[config.mk]
export PLATFORM = sky130hd
export DESIGN_NAME = telnet_stream_filter_unit_flat
export DESIGN_NICKNAME = d
export VERILOG_FILES = /design/src/hdl/tsf_pkg.sv /design/src/hdl/tsf_stream_if.sv /design/src/hdl/tsf_parser.sv /design/src/hdl/tsf_out_queue.sv /design/src/hdl/telnet_stream_filter_unit.sv /design/src/flat_wrapper.sv
export VERILOG_INCLUDE_DIRS = /design/src /design/src/hdl
export SDC_FILE = /design/constraint.sdc
export NUM_CORES = 1
export LEC_CHECK = 0
export ABC_AREA = 1
export BUFFER_PORTS_ARGS = -buffer_cell sky130_fd_sc_hd__buf_2
export CORE_UTILIZATION = 54
export DETAILED_ROUTE_END_ITERATION = 6
export PLACE_DENSITY = 0.84
export SYNTH_ARGS = -nofsm -noshare
export SYNTH_HDL_FRONTEND = slang
export SYNTH_SLANG_ARGS = --single-unit
[constraint.sdc]
create_clock -name clk -period 2.4 [get_ports clk]
set_input_delay 0.36 -clock clk [delete_from_list [all_inputs] [get_ports clk]]
set_output_delay 0.36 -clock clk [all_outputs]
set_load 0.02 [all_outputs]
[src/hdl/telnet_stream_filter_unit_defines.svh]
// Assertion macros shared by the filter's RTL.
`ifndef TELNET_STREAM_FILTER_UNIT_DEFINES_SVH
`define TELNET_STREAM_FILTER_UNIT_DEFINES_SVH

// Same-cycle implication, sampled on clk, off while rst_n is low.
`define TSF_ASSERT_NOW(label, ante, cons) \
  label: assert property (@(posedge clk) disable iff (!rst_n) (ante) |-> (cons)) \
    else $error("tsf assertion failed");

// Next-cycle implication, sampled on clk, off while rst_n is low.
`define TSF_ASSERT_NEXT(label, ante, cons) \
  label: assert property (@(posedge clk) disable iff (!rst_n) (ante) |=> (cons)) \
    else $error("tsf assertion failed");

`endif

[src/hdl/tsf_pkg.sv]
package tsf_pkg;

  localparam int COUNT_WIDTH_DEF = 17;
  localparam int CFG_TIMEOUT_W   = 17;
  localparam int CFG_DATA_W      = 17;
  localparam int CFG_IDX_W       = 1;
  localparam logic [CFG_TIMEOUT_W-1:0] TIMEOUT_RST = CFG_TIMEOUT_W'(100000);

  localparam logic [7:0] B_IAC  = 8'd255;
  localparam logic [7:0] B_WILL = 8'd251;
  localparam logic [7:0] B_WONT = 8'd252;
  localparam logic [7:0] B_DO   = 8'd253;
  localparam logic [7:0] B_DONT = 8'd254;
  localparam logic [7:0] B_SB   = 8'd250;
  localparam logic [7:0] B_SE   = 8'd240;
  localparam logic [7:0] OPT_BINARY = 8'd0;

  typedef enum logic [CFG_IDX_W-1:0] {
    CFG_TELNET_EN = 1'b0,
    CFG_TIMEOUT   = 1'b1
  } cfg_reg_t;

  typedef enum logic [1:0] {
    REQ_NET  = 2'd0,
    REQ_TICK = 2'd1,
    REQ_HOST = 2'd2,
    REQ_LOST = 2'd3
  } req_t;

  localparam logic DEST_HOST = 1'b0;
  localparam logic DEST_NET  = 1'b1;

  typedef enum logic [6:0] {
    S_DATA     = 7'b0000001,
    S_CAND     = 7'b0000010,
    S_CAND_OPT = 7'b0000100,
    S_CMD      = 7'b0001000,
    S_OPT      = 7'b0010000,
    S_SUB      = 7'b0100000,
    S_SUB_IAC  = 7'b1000000
  } parse_state_t;

  typedef struct packed {
    logic [1:0] req_type;
    logic [7:0] data_byte;
  } in_item_t;

  typedef struct packed {
    logic       dest;
    logic [7:0] out_byte;
    logic       last;
  } out_item_t;

  // Up to three result bytes caused by one input beat; all share one destination.
  typedef struct packed {
    logic       dest;
    logic [1:0] num;
    logic [7:0] b0;
    logic [7:0] b1;
    logic [7:0] b2;
  } bundle_t;

  typedef struct packed {
    logic holding;
    logic confirmed;
  } status_t;

  function automatic logic is_verb(input logic [7:0] b);
    return (b == B_WILL) || (b == B_WONT) || (b == B_DO) || (b == B_DONT);
  endfunction

  function automatic bundle_t one_byte(input logic dest, input logic [7:0] b);
    bundle_t r;
    r      = '0;
    r.dest = dest;
    r.num  = 2'd1;
    r.b0   = b;
    return r;
  endfunction

  function automatic bundle_t two_bytes(input logic dest, input logic [7:0] a,
                                        input logic [7:0] b);
    bundle_t r;
    r      = '0;
    r.dest = dest;
    r.num  = 2'd2;
    r.b0   = a;
    r.b1   = b;
    return r;
  endfunction

  // Reply to WILL/DO: binary is accepted, anything else refused. WONT/DONT get none.
  function automatic bundle_t answer_option(input logic [7:0] verb, input logic [7:0] opt);
    bundle_t r;
    r      = '0;
    r.dest = DEST_NET;
    r.b0   = B_IAC;
    r.b2   = opt;
    if (verb == B_WILL) begin
      r.num = 2'd3;
      r.b1  = (opt == OPT_BINARY) ? B_DO : B_DONT;
    end else if (verb == B_DO) begin
      r.num = 2'd3;
      r.b1  = (opt == OPT_BINARY) ? B_WILL : B_WONT;
    end
    return r;
  endfunction

endpackage

[src/hdl/tsf_stream_if.sv]
interface tsf_stream_if #(
  parameter type T = logic
);
  logic valid;
  logic ready;
  T     data;

  modport source (output valid, output data, input ready);
  modport sink (input valid, input data, output ready);
endinterface

[src/hdl/tsf_parser.sv]
module tsf_parser #(
  parameter int COUNT_WIDTH = tsf_pkg::COUNT_WIDTH_DEF
) (
  input  logic                                clk,
  input  logic                                rst_n,
  input  logic                                cfg_telnet_en,
  input  logic [tsf_pkg::CFG_TIMEOUT_W-1:0]   cfg_timeout,
  input  logic                                step,
  input  tsf_pkg::in_item_t                   item,
  output tsf_pkg::bundle_t                    bundle,
  output tsf_pkg::status_t                    status
);
  import tsf_pkg::*;

  parse_state_t           st_r, st_nxt;
  logic [7:0]             verb_r, verb_nxt;
  logic                   conf_r, conf_nxt;
  logic [COUNT_WIDTH-1:0] cnt_r, cnt_nxt;
  logic [COUNT_WIDTH-1:0] cnt_load;
  logic [COUNT_WIDTH-1:0] cnt_dec;
  logic [7:0]             b;

  // A timeout wider than the counter saturates at the counter's largest value.
  if (COUNT_WIDTH >= CFG_TIMEOUT_W) begin : g_wide
    assign cnt_load = COUNT_WIDTH'(cfg_timeout);
  end else begin : g_narrow
    assign cnt_load = (cfg_timeout > CFG_TIMEOUT_W'({COUNT_WIDTH{1'b1}})) ?
                      {COUNT_WIDTH{1'b1}} : cfg_timeout[COUNT_WIDTH-1:0];
  end

  assign b       = item.data_byte;
  assign cnt_dec = (cnt_r != '0) ? cnt_r - COUNT_WIDTH'(1) : '0;

  always_comb begin
    st_nxt   = st_r;
    verb_nxt = verb_r;
    conf_nxt = conf_r;
    cnt_nxt  = cnt_r;
    bundle   = '0;
    unique case (req_t'(item.req_type))
      REQ_NET: begin
        if (!cfg_telnet_en) begin
          bundle = one_byte(DEST_HOST, b);
        end else begin
          unique case (st_r)
            S_CAND: begin
              cnt_nxt = '0;
              if (b == B_IAC) begin
                bundle = two_bytes(DEST_HOST, B_IAC, B_IAC);
                st_nxt = S_DATA;
              end else if (is_verb(b)) begin
                verb_nxt = b;
                st_nxt   = S_CAND_OPT;
              end else begin
                bundle = two_bytes(DEST_HOST, B_IAC, b);
                st_nxt = S_DATA;
              end
            end
            S_CAND_OPT: begin
              conf_nxt = 1'b1;
              bundle   = answer_option(verb_r, b);
              st_nxt   = S_DATA;
            end
            S_CMD: begin
              if (b == B_IAC) begin
                bundle = one_byte(DEST_HOST, b);
                st_nxt = S_DATA;
              end else if (is_verb(b)) begin
                verb_nxt = b;
                st_nxt   = S_OPT;
              end else if (b == B_SB) begin
                st_nxt = S_SUB;
              end else begin
                st_nxt = S_DATA;
              end
            end
            S_OPT: begin
              bundle = answer_option(verb_r, b);
              st_nxt = S_DATA;
            end
            S_SUB: begin
              if (b == B_IAC) st_nxt = S_SUB_IAC;
            end
            S_SUB_IAC: begin
              st_nxt = (b == B_SE) ? S_DATA : S_SUB;
            end
            default: begin
              // Data state; unused encodings behave the same way.
              if (b == B_IAC) begin
                if (conf_r) begin
                  st_nxt = S_CMD;
                end else begin
                  st_nxt  = S_CAND;
                  cnt_nxt = cnt_load;
                end
              end else begin
                st_nxt = S_DATA;
                bundle = one_byte(DEST_HOST, b);
              end
            end
          endcase
        end
      end
      REQ_TICK: begin
        if (st_r == S_CAND) begin
          cnt_nxt = cnt_dec;
          if (cnt_dec == '0) begin
            bundle = one_byte(DEST_HOST, B_IAC);
            st_nxt = S_DATA;
          end
        end
      end
      REQ_HOST: begin
        if (conf_r && (b == B_IAC)) bundle = two_bytes(DEST_NET, b, b);
        else bundle = one_byte(DEST_NET, b);
      end
      default: begin
        // Connection lost: flush a held IAC and return to the reset state.
        if (st_r == S_CAND) bundle = one_byte(DEST_HOST, B_IAC);
        st_nxt   = S_DATA;
        verb_nxt = '0;
        conf_nxt = 1'b0;
        cnt_nxt  = '0;
      end
    endcase
  end

  always_ff @(posedge clk) begin
    if (!rst_n) begin
      st_r   <= S_DATA;
      verb_r <= '0;
      conf_r <= 1'b0;
      cnt_r  <= '0;
    end else if (step) begin
      st_r   <= st_nxt;
      verb_r <= verb_nxt;
      conf_r <= conf_nxt;
      cnt_r  <= cnt_nxt;
    end
  end

  assign status.holding   = (st_r == S_CAND);
  assign status.confirmed = conf_r;

endmodule

[src/hdl/tsf_out_queue.sv]
module tsf_out_queue (
  input  logic             clk,
  input  logic             rst_n,
  input  logic             load,
  input  tsf_pkg::bundle_t bundle,
  output logic             can_load,
  tsf_stream_if.source     out_if
);
  import tsf_pkg::*;

  logic [1:0] cnt_r, cnt_nxt;
  logic       dest_r;
  logic [7:0] b0_r, b1_r, b2_r;
  logic       beat;

  assign beat     = out_if.valid && out_if.ready;
  // Room for a new bundle once the final beat of the current one leaves.
  assign can_load = (cnt_r == 2'd0) || ((cnt_r == 2'd1) && out_if.ready);

  always_comb begin
    cnt_nxt = cnt_r;
    if (load) cnt_nxt = bundle.num;
    else if (beat) cnt_nxt = cnt_r - 2'd1;
  end

  always_ff @(posedge clk) begin
    if (!rst_n) begin
      cnt_r <= 2'd0;
    end else begin
      cnt_r <= cnt_nxt;
    end
  end

  always_ff @(posedge clk) begin
    if (load) begin
      dest_r <= bundle.dest;
      b0_r   <= bundle.b0;
      b1_r   <= bundle.b1;
      b2_r   <= bundle.b2;
    end else if (beat) begin
      b0_r <= b1_r;
      b1_r <= b2_r;
    end
  end

  assign out_if.valid         = (cnt_r != 2'd0);
  assign out_if.data.dest     = dest_r;
  assign out_if.data.out_byte = b0_r;
  assign out_if.data.last     = (cnt_r == 2'd1);

endmodule

[src/hdl/telnet_stream_filter_unit.sv]
// Path: an accepted input beat waits in the input register, and its results then go to
// the output queue register. Throughput: one input beat per cycle while out_if.ready is
// high and each gives at most one result; more results hold the input until the last leaves.
// Reset (rst_n low, synchronous): parser back to the data state, nothing held,
// telnet_enabled to 1, candidate_timeout to 100000.
`include "telnet_stream_filter_unit_defines.svh"

module telnet_stream_filter_unit #(
  parameter int COUNT_WIDTH = tsf_pkg::COUNT_WIDTH_DEF
) (
  input  logic                            clk,
  input  logic                            rst_n,
  input  logic                            cfg_we,
  input  logic [tsf_pkg::CFG_IDX_W-1:0]   cfg_index,
  input  logic [tsf_pkg::CFG_DATA_W-1:0]  cfg_wdata,
  tsf_stream_if.sink                      in_if,
  tsf_stream_if.source                    out_if
);
  import tsf_pkg::*;

  logic                     telnet_en_r;
  logic [CFG_TIMEOUT_W-1:0] timeout_r;
  logic                     in_v_r, in_v_nxt;
  in_item_t                 in_item_r;
  logic                     can_load;
  logic                     step;
  logic                     accept;
  bundle_t                  bundle;
  status_t                  status;

  always_ff @(posedge clk) begin
    if (!rst_n) begin
      telnet_en_r <= 1'b1;
      timeout_r   <= TIMEOUT_RST;
    end else if (cfg_we) begin
      unique case (cfg_reg_t'(cfg_index))
        CFG_TELNET_EN: telnet_en_r <= cfg_wdata[0];
        CFG_TIMEOUT:   timeout_r   <= cfg_wdata[CFG_TIMEOUT_W-1:0];
        default: ;
      endcase
    end
  end

  assign step        = in_v_r && can_load;
  assign in_if.ready = !in_v_r || step;
  assign accept      = in_if.valid && in_if.ready;

  always_comb begin
    in_v_nxt = in_v_r;
    if (accept) in_v_nxt = 1'b1;
    else if (step) in_v_nxt = 1'b0;
  end

  always_ff @(posedge clk) begin
    if (!rst_n) begin
      in_v_r <= 1'b0;
    end else begin
      in_v_r <= in_v_nxt;
    end
  end

  always_ff @(posedge clk) begin
    if (accept) in_item_r <= in_if.data;
  end

  tsf_parser #(
    .COUNT_WIDTH (COUNT_WIDTH)
  ) u_parser (
    .clk           (clk),
    .rst_n         (rst_n),
    .cfg_telnet_en (telnet_en_r),
    .cfg_timeout   (timeout_r),
    .step          (step),
    .item          (in_item_r),
    .bundle        (bundle),
    .status        (status)
  );

  tsf_out_queue u_out_queue (
    .clk      (clk),
    .rst_n    (rst_n),
    .load     (step),
    .bundle   (bundle),
    .can_load (can_load),
    .out_if   (out_if)
  );

  // A beat that is not the last of its input must be followed by another.
  `TSF_ASSERT_NEXT(a_burst_continues, out_if.valid && out_if.ready && !out_if.data.last, out_if.valid)
  // Input backpressure only comes from a held input beat.
  `TSF_ASSERT_NOW(a_ready_means_room, !in_if.ready, in_v_r)
  // Connection loss always drops the Telnet confirmation and any held IAC.
  `TSF_ASSERT_NEXT(a_lost_clears, step && (in_item_r.req_type == REQ_LOST), !status.confirmed && !status.holding)

endmodule

[src/flat_wrapper.sv]
// flat-port wrapper written by rule: the top's interface ports become plain ports
module telnet_stream_filter_unit_flat import tsf_pkg::*;
#(
  parameter int COUNT_WIDTH = tsf_pkg::COUNT_WIDTH_DEF
)
  (clk, rst_n, cfg_we, cfg_index, cfg_wdata, in_if_valid, in_if_data, in_if_ready, out_if_valid, out_if_data, out_if_ready);
  tsf_stream_if #(.T(in_item_t)) in_if_i ();
  tsf_stream_if #(.T(out_item_t)) out_if_i ();
  input  logic clk;
  input  logic rst_n;
  input  logic cfg_we;
  input  logic [tsf_pkg::CFG_IDX_W-1:0] cfg_index;
  input  logic [tsf_pkg::CFG_DATA_W-1:0] cfg_wdata;
  input wire logic [$bits(in_if_i.valid)-1:0] in_if_valid;
  input wire logic [$bits(in_if_i.data)-1:0] in_if_data;
  output wire logic [$bits(in_if_i.ready)-1:0] in_if_ready;
  output wire logic [$bits(out_if_i.valid)-1:0] out_if_valid;
  output wire logic [$bits(out_if_i.data)-1:0] out_if_data;
  input wire logic [$bits(out_if_i.ready)-1:0] out_if_ready;
  assign in_if_i.valid = in_if_valid;
  assign in_if_i.data = in_if_data;
  assign in_if_ready = in_if_i.ready;
  assign out_if_valid = out_if_i.valid;
  assign out_if_data = out_if_i.data;
  assign out_if_i.ready = out_if_ready;
  telnet_stream_filter_unit #(.COUNT_WIDTH(COUNT_WIDTH)) u_core (.clk(clk), .rst_n(rst_n), .cfg_we(cfg_we), .cfg_index(cfg_index), .cfg_wdata(cfg_wdata), .in_if(in_if_i), .out_if(out_if_i));
endmodule
==> flow_summary_export.csv, run 1 <==
group,metric,value,unit
flow_run,drv_cap,0,
place,io_buffer_count,44,
min_path,hp-start,"in_if_data[1]",
final_layout,multi_input_area,2520,µm²
die,design.core.area,8810,µm²
grt,grt_overflow,0,
grt,use_met1,0.410,
final_layout,drive_gt1_frac,0.163,
synthesis,ys_dominant_reg_cell,"dfxtp_1",
routing,totalWireLength,13200,µm
pwr,internal-power,3.30,mW
pwr,vdd_drop_max,0.482,mV
synthesis,synth_cell_types,40,
sta,slew_violations,0,
synthesis,syn_area_per_cell,7.23,µm²
final_layout,stdcell_area,5650,µm²
sta,setup_viol,0,
worst_setup_path,rr_startpoint,"u_core.u_parser.cnt_r[0]",
sta,skew,15.0,ps
routing,ant_nets,0,
worst_setup_path,cp.required,2690,ps
run_status,violations,"design-rule violations",
routing,drc,7,
grt,use_met3,0.0417,
grt,grt_usage,0.286,
worst_setup_path,critPathSlowestCell,"dfxtp_1",
synthesis,synth_seq_cells,89,
grt,grt_pass1_wl,21400,µm
synthesis,ys_seq_area_frac,0.432,
final_layout,fin_cells,845,
sta,worst_pin_slew,712,ps
die,num_rows,34,
clock_network,clock-sinks,89,
sta,rsz0062_at_grt,"true",
synthesis,synth_edf_count,35,
die,pin_count,45,
sta,layout_min_cycle_time,2270,ps
grt,grt_pass1_vias,4402,
clock_network,clkTransAtPathRegs,90,ps
worst_setup_path,crit_top_cell,"nand2_2",
worst_setup_path,startpoint_type,"flip-flop",
pwr,clock_power_share,0.217,
die,die_y,97.6,µm
final_layout,final_common_cell,"nand2_1",
synthesis,synth_warnings,0,
grt,grt_max_degree,34,
synthesis,synth_fp_nets,724,
synthesis,syn_inst,683,
pwr,switchingPower,2.24,mW
grt,grt_most_used_layer,"met2",
synthesis,async_flop_share,0,
pwr,switching_share,0.405,
worst_setup_path,crit_chain,"inv_2, ha_4, inv_1, nor2_1, nand2_2, nor2_4, nand2_8, nand2_2, nand3_1, nor2_2, nand2_2, nor2_4, nand2_2, nand2_4, nand2_4, nand2_1, nand2_1, nor2_1",
worst_setup_path,endpoint_kind,"flip-flop",
pwr,p_leak,2.51,nW
die,fp.dieW,97.6,µm
synthesis,netlist_area,4940,µm²
clock_network,numCtsBuffers,9,
final_layout,fillers,798,
clock_network,insertion_delay,370,ps
sta,timing.final.crit_share,0.947,
routing,vias,4846,
place,hpwl,9380,µm
place,gp_congestion,0.927,
worst_setup_path,arrival,2560,ps
place,dp.cells,826,
pwr,power,5.54,mW
grt,met2_usage,0.435,
clock_network,cts-hold-fix-buffers,0,
clock_network,cts_root_buf,"clkbuf_8",
final_layout,area_growth,14.3,%
worst_setup_path,startpoint,"u_core.u_parser.cnt_r[0]",
final_layout,final_cell_mix,"173 x nand2_1, 75 x nor2_1, 74 x inv_1",
pwr,power_frac_comb,0.411,
clock_network,clockBufferDepth,2,
sta,slew_headroom,0.525,
clock_network,tritoncts,"done",
run_status,outcome,"finished with violations",
worst_setup_path,cp_max_fo,8,
sta,fmax,440,MHz
die,initial_utilization,0.561,
worst_setup_path,path_class,"flip-flop to flip-flop",
place,placement.cell_area,5280,µm²
routing,drtIter0Drc,531,
die,die_area,9530,µm²
routing,wl_per_cell,15.6,µm
sta,finalHoldViolations,0,
final_layout,n_antenna_cell,0,
routing,drtPass1Iterations,7,
pwr,seq_power_share,0.372,
worst_setup_path,max_stage_delay,320,ps
sta,timing.hold.ws,166,ps
grt,antenna_found_initial,0,
min_path,min_path_type,"primary input to flip-flop",
routing,vias_per_cell,5.73,
pwr,power_per_cell_area,982,nW/µm²
final_layout,register_area,2130,µm²
final_layout,nNetsFinal,773,
clock_network,htreeDepth,3,
logic make-up (layout without fill, tap and decap cells):
| group | after synthesis | count (layout) | share of synthesized area |
|---|---|---|---|
| AOI/OAI and AO/OA | 126 | 126 | 0.143 |
| xor gates and xnor gates | 1 | 1 | 0.00177 |
| adders and majority gates | 8 | 8 | 0.0203 |
| buffers and inverters | 102 | 154 | 0.0841 |
| DFF | 89 | 89 | 0.432 |
| and+or+nand+nor | 357 | 359 | 0.319 |
critical path, delay by kind of cell (launching register included):
| family | cells | cell delay [ps] |
|---|---|---|
| flip-flops | 1 | 320 |
| adder cells (fa/ha/maj) | 1 | 160 |
| buffers and inverters | 2 | 160 |
| AND/OR/NAND/NOR | 15 | 1570 |
final timing paths:
check                                                to  slack (ps)  cells past startpoint
worst max register to register  u_core.u_parser.st_r[2]         130                     18
worst max-delay path            u_core.u_parser.st_r[2]         130                     18
worst min register to register     u_core.timeout_r[11]         460                      2
worst min-delay path                u_core.in_item_r[1]         170                      1
repair_timing:
item | CTS | global route
resized for setup | 0 | 29
setup endpoints to repair | 0 | 36
setup buffers | 0 | 1
stage by stage:
| stage | TNS [ps] | utilization | setup slack [ps] |
|---|---|---|---|
| final | 0 | 0.641 | 127 |
| after global routing | -117 | 0.641 | -40.0 |
| after CTS | 0 | 0.625 | 91.6 |
| after detailed placement | 0 | 0.599 | 107 |
| after global placement | 0 | 0.599 | 194 |
| after floorplan | 0 | - | 143 |
layer usage:
layer / vias to the layer above / part of all wire
li1: 2356 / -
met1: 2220 / 0.46
met2: 242 / 0.44
met3: 28 / 0.085
met4: 0 / 0.019
met5: - / 0
Yosys cell counts, types with 5 or more instances:
master	instances	area, µm²
nand3_1	57	285
dfxtp_1	54	1080
nor2_1	80	300
ha_1	8	100
nand4_1	10	62.6
nor2_2	6	37.5
edfxtp_1	35	1050
nand2_2	7	43.8
clkbuf_1	12	45.0
a21oi_1	50	250
o22ai_1	10	62.6
inv_1	76	285
o211ai_1	5	37.5
nand2_1	178	668
nor3_1	5	25.0
o21ai_0	41	205
state kept, by name (all words and copies together) (netlist names):
register,flops
u_core.in_item_r,10
u_core.in_v_r,1
u_core.telnet_en_r,1
u_core.timeout_r,17
u_core.u_out_queue.b0_r,8
u_core.u_out_queue.b1_r,8
u_core.u_out_queue.b2_r,8
u_core.u_out_queue.cnt_r,2
u_core.u_out_queue.dest_r,1
u_core.u_parser.cnt_r,17
u_core.u_parser.conf_r,1
u_core.u_parser.st_r,7
u_core.u_parser.verb_r,8
power groups by stage:
stage	Clock, mW	Combinational (mW)	Sequential [mW]
6_report	1.20	2.28	2.06
5_1_grt	1.27	2.52	2.09
4_1_cts	1.22	2.09	2.05
3_5_place_dp	0	2.08	2.09
3_3_place_gp	0	2.03	2.08
2_1_floorplan	0	1.53	2.14
area by class of cell:
class                           instances  share of cell area
Tap cell                              108              0.0239
Inverter                               81              0.0547
Multi-Input combinational cell        494               0.446
Clock inverter                          4              0.0131
Sequential cell                        89               0.378
Clock buffer                           12              0.0279
Timing Repair Buffer                   57              0.0563
Power figures use the tool's default switching activity.
==> run 2: changes to the inputs <==
--- a/config.mk
+++ b/config.mk
@@ -8,9 +8,11 @@
 export LEC_CHECK = 0
 export ABC_AREA = 1
 export BUFFER_PORTS_ARGS = -buffer_cell sky130_fd_sc_hd__buf_2
-export CORE_UTILIZATION = 54
+export CELL_PAD_IN_SITES_DETAIL_PLACEMENT = 1
+export CELL_PAD_IN_SITES_GLOBAL_PLACEMENT = 1
+export CORE_UTILIZATION = 39
 export DETAILED_ROUTE_END_ITERATION = 6
-export PLACE_DENSITY = 0.84
+export PLACE_DENSITY = 0.75
 export SYNTH_ARGS = -nofsm -noshare
 export SYNTH_HDL_FRONTEND = slang
 export SYNTH_SLANG_ARGS = --single-unit
==> run 2 against run 1 <==
Critical path type unchanged; critical path depth is 2 lower; the flow now finishes without violations; flip-flop and latch count stayed put; combinational power is 13% higher; highest routed layer unchanged; fmax is 2.4% lower; power is 11% higher; worst setup slack worse by 56 ps; largest cell class unchanged; first-iteration DRC count is 43% lower.
==> flow_summary_export.csv, run 2 (same netlist as run 1, synthesis figures left out) <==
group,metric,value,unit
run_status,outcome,"finished, final reports clean",
grt,grt_pass1_vias,4859,
place,dp_slack,27.4,ps
min_path,min_path_type,"primary input to flip-flop",
die,die_area,13100,µm²
place,dp.cells,895,
sta,fin_setup_tns,0,ps
sta,skew,8.92,ps
grt,grt_max_degree,34,
final_layout,stdcell_area,5990,µm²
place,hpwl,11500,µm
pwr,internal-power,3.72,mW
sta,finalHoldViolations,0,
final_layout,final_cell_mix,"173 x nand2_1, 74 x inv_1, 74 x nor2_1",
pwr,vdd_drop_max,0.495,mV
routing,vias_per_cell,5.30,
routing,ant_nets,0,
final_layout,fillers,1575,
worst_setup_path,path_class,"flip-flop to flip-flop",
sta,timing.hold.ws,188,ps
worst_setup_path,endpoint_kind,"flip-flop",
clock_network,clock-sinks,89,
sta,rsz0062_at_grt,"true",
die,num_rows,40,
routing,drtIter0Drc,302,
place,io_buffer_count,44,
final_layout,fin_cells,924,
sta,setup_viol,0,
worst_setup_path,startpoint_type,"flip-flop",
pwr,seq_power_share,0.336,
worst_setup_path,cp.required,2670,ps
routing,vias,4898,
flow_run,drv_cap,0,
clock_network,numCtsBuffers,9,
final_layout,largest_registers,"u_core.timeout_r x17, u_core.u_parser.cnt_r x17, u_core.in_item_r x10",
pwr,clock_power_share,0.245,
die,die_y,115,µm
final_layout,n_antenna_cell,0,
pwr,switching_share,0.395,
sta,slew_headroom,0.481,
die,pin_count,45,
place,gp_congestion,0.883,
sta,fmax,429,MHz
place,placement.cell_area,5420,µm²
worst_setup_path,arrival,2600,ps
final_layout,area_growth,21.2,%
routing,totalWireLength,15600,µm
sta,timing.final.crit_share,0.970,
min_path,hp-start,"in_if_data[0]",
clock_network,tritoncts,"done",
clock_network,clkTransAtPathRegs,70,ps
die,initial_utilization,0.406,
sta,worst_pin_slew,772,ps
grt,grt_usage,0.245,
die,design.core.area,12200,µm²
pwr,p_leak,2.66,nW
final_layout,nNetsFinal,792,
sta,slew_violations,0,
sta,layout_min_cycle_time,2330,ps
clock_network,insertion_delay,350,ps
worst_setup_path,rr_startpoint,"u_core.u_parser.cnt_r[1]",
worst_setup_path,cp_max_fo,7,
clock_network,htreeDepth,3,
grt,grt_pass1_wl,24700,µm
worst_setup_path,startpoint,"u_core.u_parser.cnt_r[1]",
clock_network,cts-hold-fix-buffers,0,
routing,wl_per_cell,16.9,µm
clock_network,clockBufferDepth,2,
final_layout,drive_gt1_frac,0.197,
die,fp.dieW,115,µm
clock_network,cts_root_buf,"clkbuf_16",
final_layout,utilization,0.492,
pwr,power_per_cell_area,1030,nW/µm²
pwr,power,6.15,mW
routing,drtPass1Iterations,4,
sta,final.setup.worst_slack,71.2,ps
grt,grt_overflow,0,
final_layout,final_common_cell,"nand2_1",
pwr,power_frac_comb,0.419,
grt,antenna_found_initial,0,
routing,drc,0,
pwr,switchingPower,2.43,mW
==> run 2: cell count changes in the layout (fill, tap and decap cells not counted), moves of 2 or more <==
| cell | delta |
|---|---|
| buf_4 | +17 |
| clkbuf_8 | -9 |
| clkbuf_16 | +8 |
| nand3_2 | +4 |
| nand3_1 | -3 |
| clkinvlp_4 | +2 |
| o21ai_2 | +2 |
==> run 2: per-layer routing <==
layer  track usage  part of all wire  up-vias  routed length [µm]
met5             0                 0        -                   0
li1              -                 -     2403                   -
met3        0.0328             0.044       22                 686
met1         0.345              0.49     2364                7630
met2         0.386              0.45      109                7000
met4        0.0814             0.018        0                 279
==> run 2: path summary, 6_finish.rpt <==
path / end / slack (ps) / depth (start not counted)
worst max-delay path: u_core.u_out_queue.cnt_r[0] / 70 / 16
worst min-delay path: u_core.in_item_r[0] / 190 / 1
worst max register to register: u_core.u_out_queue.cnt_r[0] / 70 / 16
worst min register to register: u_core.timeout_r[11] / 460 / 2
==> run 2: worst max-delay path: stages, from the launching register on <==
cell and delay (ps):
dfxtp_2 330, inv_2 110, ha_4 150, inv_1 40, nor2_1 80, nand2_1 100, nor2_4 230, nand2_8 100
nand2_2 70, nand3_1 90, nor2_2 160, nand2_2 80, nor2_4 210, nand3_4 170, nand2_2 100, nand2_1 80
a21oi_1 160
==> run 2: repair_timing <==
item	4_1_cts	5_1_grt
setup endpoints to repair	11	45
cloned	0	3
resized for setup	3	34
buffers inserted	0	10
pin swaps	0	7
==> run 2: cell type report <==
type	instances	area (µm²)	share of cell area
clock buffer	9	225	0.0376
clock inverter	7	93.8	0.0157
inverter	81	313	0.0523
multi-input combinational	495	2540	0.425
sequential	89	2130	0.356
tap	168	210	0.0351
timing repair buffer	75	465	0.0778
==> run 2: power by group through the flow <==
stage | sequential (mW) | combinational [mW] | clock (mW)
6_report | 2.07 | 2.58 | 1.51
5_1_grt | 2.09 | 2.85 | 1.59
4_1_cts | 2.07 | 2.24 | 1.53
3_5_place_dp | 2.10 | 2.20 | 0
3_3_place_gp | 2.08 | 2.11 | 0
2_1_floorplan | 2.14 | 1.53 | 0
